--- src/assert_macros.svh ---
// assertion macros shared by the sorted list design
`ifndef ASSERT_MACROS_SVH
`define ASSERT_MACROS_SVH

// check a property on every rising clock edge outside reset
`define SLI_ASSERT(lbl, prop, msg) \
  lbl: assert property (@(posedge clk) disable iff (!rst_n) (prop)) else $error(msg);

// check an implication on every rising clock edge outside reset
`define SLI_ASSERT_IMP(lbl, pre, post, msg) \
  lbl: assert property (@(posedge clk) disable iff (!rst_n) (pre) |-> (post)) else $error(msg);

`endif

--- src/sli_pkg.sv ---
// shared types and constants of the sorted list insert/delete block
package sli_pkg;

  localparam int VAL_W     = 32;
  localparam int DEPTH_DEF = 32;

  typedef enum logic [1:0] {
    ST_OK        = 2'd0,
    ST_FULL      = 2'd1,
    ST_NOT_FOUND = 2'd2
  } status_t;

  typedef enum logic {
    MODE_INSERT = 1'b0,
    MODE_DELETE = 1'b1
  } mode_t;

  typedef enum logic [1:0] {
    CELL_HOLD   = 2'd0,
    CELL_INSERT = 2'd1,
    CELL_DELETE = 2'd2,
    CELL_ROTATE = 2'd3
  } cell_op_t;

  typedef struct packed {
    cell_op_t                 op;
    logic signed [VAL_W-1:0]  value;
  } cell_cmd_t;

endpackage

--- src/sli_cell.sv ---
// one storage cell of the sorted list chain
module sli_cell (
  input  logic                             clk,
  input  logic                             rst_n,
  input  sli_pkg::cell_cmd_t               cmd,
  input  logic                             prev_above,
  input  logic signed [sli_pkg::VAL_W-1:0] prev_entry,
  input  logic                             prev_valid,
  input  logic signed [sli_pkg::VAL_W-1:0] next_entry,
  input  logic                             next_valid,
  input  logic signed [sli_pkg::VAL_W-1:0] head_entry,
  output logic signed [sli_pkg::VAL_W-1:0] entry,
  output logic                             valid,
  output logic                             above,
  output logic                             match
);
  import sli_pkg::*;

  logic signed [VAL_W-1:0] entry_r, entry_nxt;
  logic                    valid_r, valid_nxt;
  logic                    ge;

  assign ge    = entry_r >= cmd.value;
  assign above = !valid_r || ge;
  assign match = valid_r && (entry_r == cmd.value);
  assign entry = entry_r;
  assign valid = valid_r;

  always_comb begin
    entry_nxt = entry_r;
    valid_nxt = valid_r;
    unique case (cmd.op)
      CELL_HOLD: begin
      end
      CELL_INSERT: begin
        if (prev_above) begin
          entry_nxt = prev_entry;
          valid_nxt = prev_valid;
        end else if (above) begin
          entry_nxt = cmd.value;
          valid_nxt = 1'b1;
        end
      end
      CELL_DELETE: begin
        if (valid_r && ge) begin
          entry_nxt = next_entry;
          valid_nxt = next_valid;
        end
      end
      CELL_ROTATE: begin
        if (valid_r) begin
          entry_nxt = next_valid ? next_entry : head_entry;
        end
      end
      default: begin
      end
    endcase
  end

  always_ff @(posedge clk) begin
    entry_r <= entry_nxt;
    if (!rst_n) begin
      valid_r <= 1'b0;
    end else begin
      valid_r <= valid_nxt;
    end
  end

endmodule
--- config.mk ---
export PLATFORM = sky130hd
export DESIGN_NAME = sli_cell
export DESIGN_NICKNAME = d
export VERILOG_FILES = /design/src/assert_macros.svh /design/src/sli_pkg.sv /design/src/sli_cell.sv
export SDC_FILE = /design/constraint.sdc
export NUM_CORES = 1
export LEC_CHECK = 0
export BUFFER_PORTS_ARGS = -buffer_cell sky130_fd_sc_hd__buf_2
export CORE_ASPECT_RATIO = 2
export CORE_MARGIN = 8
export CORE_UTILIZATION = 35
export DETAILED_ROUTE_END_ITERATION = 16
export GPL_ROUTABILITY_DRIVEN = 0
export PLACE_DENSITY = 0.66
export SKIP_CTS_REPAIR_TIMING = 1
export SLEW_MARGIN = 25
export SYNTH_ARGS = -nofsm -noshare
export SYNTH_HDL_FRONTEND = slang
export SYNTH_SLANG_ARGS = --single-unit
--- constraint.sdc ---
create_clock -name clk -period 6 [get_ports clk]
set_input_delay 0 -clock clk [delete_from_list [all_inputs] [get_ports clk]]
set_output_delay 0 -clock clk [all_outputs]
set_load 0.05 [all_outputs]
======== Word level (Yosys, flattened, before mapping) ========
Index checks and enable logic that the tools add are counted.
Widths: inputs -> output; s select.
word-level totals
  register bits after elaboration ......... 33
  input bits .............................. 135
  output and inout port bits .............. 35
  word-level logic and storage cells ...... 28
cells by class
  $lt $le $gt $ge ......................... 1
  eq/ne operators ......................... 7
  muxes and demuxes ....................... 10
  reduce and logical (&&, ||, !) cells .... 8
operators by type and width
  kind                count
  $mux 32             5
  $pmux 32 s3         1
  $eq 32x32->1        1
  $ge 32x32->1        1
  $eq 2x2->1 const B  2
  $ne 2x2->1 const B  2
  $reduce_and 4->1    1
  $mux 1              3
  $ne 3x3->1 const B  1
  $reduce_and 3->1    1
  $reduce_bool 3->1   1
  $eq 2x1->1 const B  1
  $logic_and 1x1->1   2
  $pmux 1 s2          1
  $reduce_bool 2->1   1
  $logic_not 1->1     1
  $logic_or 1x1->1    1

======== Depth between registers and ports, before layout ========
Gate-level depths: netlist of run 1.
  depth after elaboration ................. 5
  depth in mapped cells ................... 8
  depth with buffers taken out ............ 8

======== Worst setup path before layout of run 1 ========
Ideal clock, no wire load.
  path type ............................... register -> register
  from .................................... register entry_r[7], in the netlist entry[7]
  to ...................................... register entry_r[0], in the netlist entry[0], enable pin
  setup time .............................. 0.441 ns
  data arrival time ....................... 3.867 ns
  required time ........................... 5.559 ns
  path slack .............................. 1.692 ns
  stages on the path, launching flop included .. 8
  buffers on the path ..................... 0
  period minus slack after synthesis ...... 4.308 ns
  cells stage by stage .................... edfxtp_1 > ha_1 > a21oi_2 > o21ai_1 > a2111o_1 > o31a_1 > mux2i_1 > a31oi_1
on the way
  word-level cells in the longest chain between the ends .. 4
  elaborated cells on any way between the ends .. 6
  those cells by class .................... order compare (1); eq/ne (2); reduce/logical (3)
ends and longest elaborated chain
  what                                                   RTL line                        RTL
  start, declared                                        sli_cell.sv:19                  logic signed [VAL_W-1:0] entry_r, entry_nxt;
  start signal, assigned                                 sli_cell.sv:61                  entry_r <= entry_nxt;
  $ge 32x32->1 (*)                                       sli_cell.sv:23                  assign ge = entry_r >= cmd.value;
  $logic_or 1x1->1 or $logic_and 1x1->1 (tied branches)  sli_cell.sv:24, sli_cell.sv:45
  $ne 3x3->1 (no line) or $ne 2x2->1 (tied branches)     n/a
  $reduce_and 4->1 (no line) (*)                         n/a
Every way passes the cells marked *; elsewhere a longest branch is shown, timed or not.
A chain may end at the register's enable or synchronous reset.

======== Worst setup path after layout of run 1 ========
  from .................................... register entry_r[14], in the netlist entry[14]
  to ...................................... register entry_r[9], in the netlist entry[9], enable pin
Same word-level chain as after synthesis.

==> results by group, run 1 <==
Critical path
  – Worst endpoint data arrival time: around 3.0 ns
  – Max incr delay on CP: 0.52 ns
  – Critical path's slowest cell: a31oi_4
  – Setup CP Type: reg2reg
  – Setup crit start kind: flop
  – R2R depth: 8
  – Crit end category: flop
  – Crit Path Max Fanout: 19
  – Critical Path RT: between 5 and 6 ns
  – Crit path cell chain: ha_1, a21oi_1, a21boi_0, a2111o_1, o311ai_0, o211ai_1, a31oi_4, buf_16

Power and ir drop
  – Sw frac: 0.347
  – Comb power frac: 0.354
  – Leak: approximately 2.3 nW
  – Worst vdd ir: roughly 170 µV
  – Register share of total power: 0.349
  – Switching Power: a little under 0.3 mW
  – Pwr/cell area: 206 nW/µm²
  – Pint: roughly 0.54 mW
  – Clock Power Share: 0.296
  – Total power: 0.834 mW

Yosys
  – Syn Area/Cell: 9.39 µm²
  – #FFs+latches synth: 33
  – Top_reg_cell synth: edfxtp_1
  – Top cells by area, synth: edfxtp_1, ha_1, mux2i_1
  – Seq/Total Area, Yosys: 0.333
  – Async SR Flop Fraction: 0
  – YS warnings: 0
  – Synth cell count leaders: a21oi_1, inv_1, nand2_1
  – Post-synth EDFFs: 32
  – Cell Area, Synth: slightly below 3000 µm²
  – Syn Inst Count: 314
  – Count leader, synth: a21oi_1
  – Yosys cell types: 40
  – Cell taking the most area after synthesis: edfxtp_1
  – Synthesized Nets: between 400 and 500
  – Synth top area share: 0.326

GRT
  – GRT Util Overall: 0.169
  – Global-route wire length before repair: around 16 mm
  – Initial antenna violation count: 0
  – Largest net degree at the start of global routing: 67
  – Vias in the first global route: 3315
  – Total congestion overflow: 0

Placement
  – PortBufs: 169
  – Dpl cells: roughly 560
  – Area after DPL: about 3900 µm²
  – Hpwl dp: around 7.9 mm

Clock network
  – # H-tree levels: 2
  – CTS buffer count: 5
  – Clock Tree Buf Depth: 2
  – Clk sink count: 33
  – Clk root buf: clkbuf_16
  – CTS tree: yes
  – Worst skew pair latency: 0.28 ns
  – Clock slew at reported path FFs: approximately 0.050 ns

STA
  – Slew @ Worst Pin: ~0.76 ns
  – Final Skew: ~0.005 ns
  – Final period utilization: 0.505
  – Minimum clock period: between 3 and 4 ns
  – Final Setup Violations: 0
  – RSZ-0062 raised after global routing: no
  – Final TNS setup: 0 ns
  – Slew headroom: 0.493
  – Pins over their slew limit: 0
  – Final hold violations: 0
  – Max Fclk: 330 MHz

Drt
  – Iteration-0 DRC Markers: 72
  – WL per Instance: 17.4 µm
  – Final wirelength: ~10 mm
  – DR vias/cell: roughly 5.2
  – Routed via count: roughly 3000
  – Pre-antenna DRT Iters: 4
  – Post-route ant nets: 0
  – Drt drc: 0

Final layout
  – Final Cell Area: ~4100 µm²
  – Ratio of cells with drive above 1 in the final layout: 0.391
  – Ant diodes: 0
  – Non-Filler Instances: ~570
  – Nets@finish: 642
  – Util after Layout: 0.492
  – Layout Area Growth over Synthesis: 37.4%
  – Layout fillers: 821

Floorplanning
  – # rows: 47
  – Core Footprint: between 8000 and 9000 µm²
  – Number of I/O pins: 170
  – Die ar.: around 12000 µm²
  – Die Span Y: about 150 µm
  – Die X: approximately 80 µm
  – Starting density of the core: 0.358

Min path
  – Path type of the worst min-delay path: in2reg
  – Hold path depth: 2

Outcome
  – Status: finished clean

Job
  – Max-Cap Viols: 0
-- cell type report --
class | instances | area (µm²) | area share
Timing Repair Buffer | 172 | 891 | 0.220
Tap cell | 98 | 123 | 0.0303
Inverter | 36 | 135 | 0.0333
Clock inverter | 2 | 10.0 | 0.00247
Sequential cell | 33 | 981 | 0.242
Clock buffer | 6 | 129 | 0.0318
Multi-Input combinational cell | 227 | 1780 | 0.440
-- power by group through the flow --
stage	logic [mW]	clock network [mW]	registers [mW]
floorplan	0.125	0	0.363
global placement	0.288	0	0.295
detailed placement	0.293	0	0.297
CTS	0.295	0.254	0.292
global route	0.325	0.260	0.294
finish	0.296	0.247	0.291
-- metal layers --
metal,part of all wire,vias to the layer above,track usage
met3,0.075,14,0.0464
met4,0.023,0,0.0685
met2,0.56,112,0.328
met1,0.34,1359,0.151
met5,0,-,0
li1,-,1494,-
-- path summary, 6_finish.rpt --
check	start	end	slack [ns]
worst max-delay path	entry[14]	entry[9]	2.97
worst min-delay path	cmd[32]	valid	0.08
worst max register to register	entry[14]	entry[9]	2.97
worst min register to register	valid	valid	0.72
-- per-stage QoR --
step	setup slack, ns	hold WS (ns)
2_1_floorplan	1.69	0.136
3_3_place_gp	2.86	0.249
3_5_place_dp	2.73	0.246
4_1_cts	2.71	-0.0501
5_1_grt	2.69	0.0851
6_report	2.97	0.0826
-- logic make-up (layout without fill, tap and decap cells) --
family	Yosys count	in the layout	share of synthesized area
flip-flops	33	33	0.333
AND/OR/NAND/NOR	62	62	0.107
adder cells (fa/ha/maj)	32	32	0.136
AO/OA/AOI/OAI	99	99	0.239
buffers and inverters	54	216	0.0700
multiplexers	34	34	0.116
-- registers in the layout, indices dropped and copies added (netlist names) --
name / cells
entry: 32
valid: 1
-- critical path, delay by kind of cell (launching register included) --
kind	cells	cell delay, ns
buffers and inverters	1	0.23
adder cells (fa/ha/maj)	1	0.33
AO/OA/AOI/OAI	6	1.76
flip-flops	1	0.41
-- placed cells by master, fill, tap and decap left out, types with 2 or more instances in the layout --
cell type  Yosys  layout
a211oi_1       2       2
a21oi_1       45      45
and4_1         2       2
buf_2          3     169
clkbuf_16      0       5
clkinv_2       0       2
edfxtp_1      32      32
ha_1          32      32
inv_1         36      35
mux2i_1       33      33
nand2_1       36      36
nand3_1        2       2
nand4_1        7       7
nor2_1         4       4
nor2b_1        3       3
o211a_1       31      31
o211ai_1       2       2
o21ai_0        3       3
o21ai_1        4       4
Note: power is estimated with default switching activity, not from simulation.
==> inputs of run 2 (changes only) <==
==> constraint.sdc (replaced) <==
create_clock -name clk -period 3.15 [get_ports clk]
set_input_delay 0 -clock clk [delete_from_list [all_inputs] [get_ports clk]]
set_output_delay 0 -clock clk [all_outputs]
set_load 0.05 [all_outputs]
==> results by group, run 2 (same netlist as run 1, synthesis figures left out) <==
Critical path
  – Crit Path Max Fanout: 24
  – Critical R2R Launch: entry[14]
  – Setup CP Type: reg2reg
  – FF-to-FF End: entry[1]
  – R2R depth: 8
  – R2R Setup Slk: 0.34 ns
  – Crit end category: flop
  – Worst endpoint data arrival time: 2.75 ns
  – Setup crit start kind: flop
  – Critical Path RT: slightly above 3 ns

Final layout
  – Commonest non-fill, non-tap cell in the layout: buf_2
  – Final Cell Area: just over 4000 µm²
  – Layout fillers: 814
  – Ant diodes: 0
  – Max reg flops: 32
  – Sequential cell area: a little under 1000 µm²
  – Layout Area Growth over Synthesis: 37.2%
  – Nets@finish: roughly 640
  – Non-Filler Instances: between 500 and 600
  – Ratio of cells with drive above 1 in the final layout: 0.391
  – Footprint of the multi-input gates: around 1800 µm²
  – Commonest cells after routing, fill and taps aside: buf_2, a21oi_1, nand2_1, inv_1, mux2i_1

Clock network
  – # H-tree levels: 2
  – Clock slew at reported path FFs: around 0.05 ns
  – Clk root buf: clkbuf_16
  – Clock Tree Buf Depth: 2
  – Clk sink count: 33
  – Worst skew pair latency: between 0.2 and 0.3 ns
  – CTS buffer count: 5
  – CTS tree: yes

Outcome
  – Status: finished clean

Drt
  – Iteration-0 DRC Markers: 85
  – WL per Instance: between 15 and 20 µm
  – Routed via count: 2959
  – Final wirelength: roughly 10 mm
  – Post-route ant nets: 0
  – DR vias/cell: 5.14
  – Drt drc: 0
  – Pre-antenna DRT Iters: 4

STA
  – Minimum clock period: between 2 and 3 ns
  – Final TNS setup: 0 ns
  – Final Skew: 0.00516 ns
  – Slew @ Worst Pin: ~0.61 ns
  – Final Setup Violations: 0
  – Worst hold margin: a little under 0.1 ns
  – Slew headroom: 0.591
  – Max Fclk: approximately 360 MHz
  – Final hold violations: 0
  – Pins over their slew limit: 0
  – Final period utilization: 0.892
  – RSZ-0062 raised after global routing: no

Min path
  – Path type of the worst min-delay path: in2reg
  – Hold path start: cmd[32]
  – Hold Path End: valid
  – Hold path depth: 2

GRT
  – Grt met1 use: 0.162
  – GRT Util Overall: 0.167
  – Met2 Track Usage GR: 0.320
  – Initial antenna violation count: 0
  – Largest net degree at the start of global routing: 35
  – Vias in the first global route: approximately 3300
  – Met3 global-route usage: 0.0285
  – Top Usage Layer GRT: met2
  – Global-route wire length before repair: 15.6 mm
  – Total congestion overflow: 0

Floorplanning
  – Core Footprint: 8230 µm²
  – Die X: about 81 µm
  – Die ar.: around 12000 µm²
  – Number of I/O pins: 170
  – Die Span Y: between 100 and 150 µm
  – Starting density of the core: 0.358
  – # rows: 47

Power and ir drop
  – Comb power frac: 0.355
  – Sw frac: 0.346
  – Switching Power: ~0.54 mW
  – Clock Power Share: 0.290
  – Total power: roughly 1.6 mW
  – Pwr/cell area: a little under 400 nW/µm²
  – Leak: ~2.3 nW
  – Pint: slightly above 1 mW
  – Register share of total power: 0.354
  – Worst vdd ir: approximately 380 µV

Job
  – Max-Cap Viols: 0

Placement
  – Hpwl dp: around 8.2 mm
  – Area after DPL: 3890 µm²
  – PortBufs: between 150 and 200
  – Dpl cells: around 570
==> run 2: layout make-up <==
cell class	count	area share
multi-input combinational	227	0.441
sequential	33	0.242
timing repair buffer	174	0.219
inverter	36	0.0334
clock buffer	5	0.0309
tap	98	0.0303
clock inverter	3	0.00309
==> run 2: worst max-delay path by stage <==
stage | slack (ns) | endpoint | startpoint
floorplan | 0.02 | entry[0] | entry[7]
global placement | 0.44 | entry[18] | entry[14]
detailed placement | 0.31 | entry[21] | entry[14]
CTS | 0.30 | entry[1] | entry[14]
global route | 0.14 | entry[1] | entry[14]
finish | 0.34 | entry[1] | entry[14]
==> run 2: power by group through the flow <==
stage	Clock, mW	Combinational, mW	Sequential (mW)
global placement	0	0.557	0.562
finish	0.456	0.558	0.556
detailed placement	0	0.564	0.566
floorplan	0	0.241	0.690
CTS	0.468	0.566	0.557
global route	0.478	0.615	0.561
==> run 2: worst max-delay path: stages (launching register included) <==
cell      delay, ns
edfxtp_1       0.39
ha_1           0.32
a21oi_1        0.14
a21boi_0       0.11
a2111o_1       0.41
o311ai_0       0.36
o211ai_1       0.20
a31oi_4        0.18
buf_4          0.35
==> run 2: routing by layer <==
metal	vias to the layer above	share of wire
li1	1498	-
met1	1347	0.35
met2	99	0.57
met3	15	0.059
met4	0	0.028
met5	-	0
==> run 2: stage by stage <==
step           worst slack (ns)   util
2_1_floorplan            0.0155      -
3_3_place_gp              0.440  0.473
3_5_place_dp              0.306  0.473
4_1_cts                   0.299  0.490
5_1_grt                   0.140  0.491
6_report                  0.340  0.491
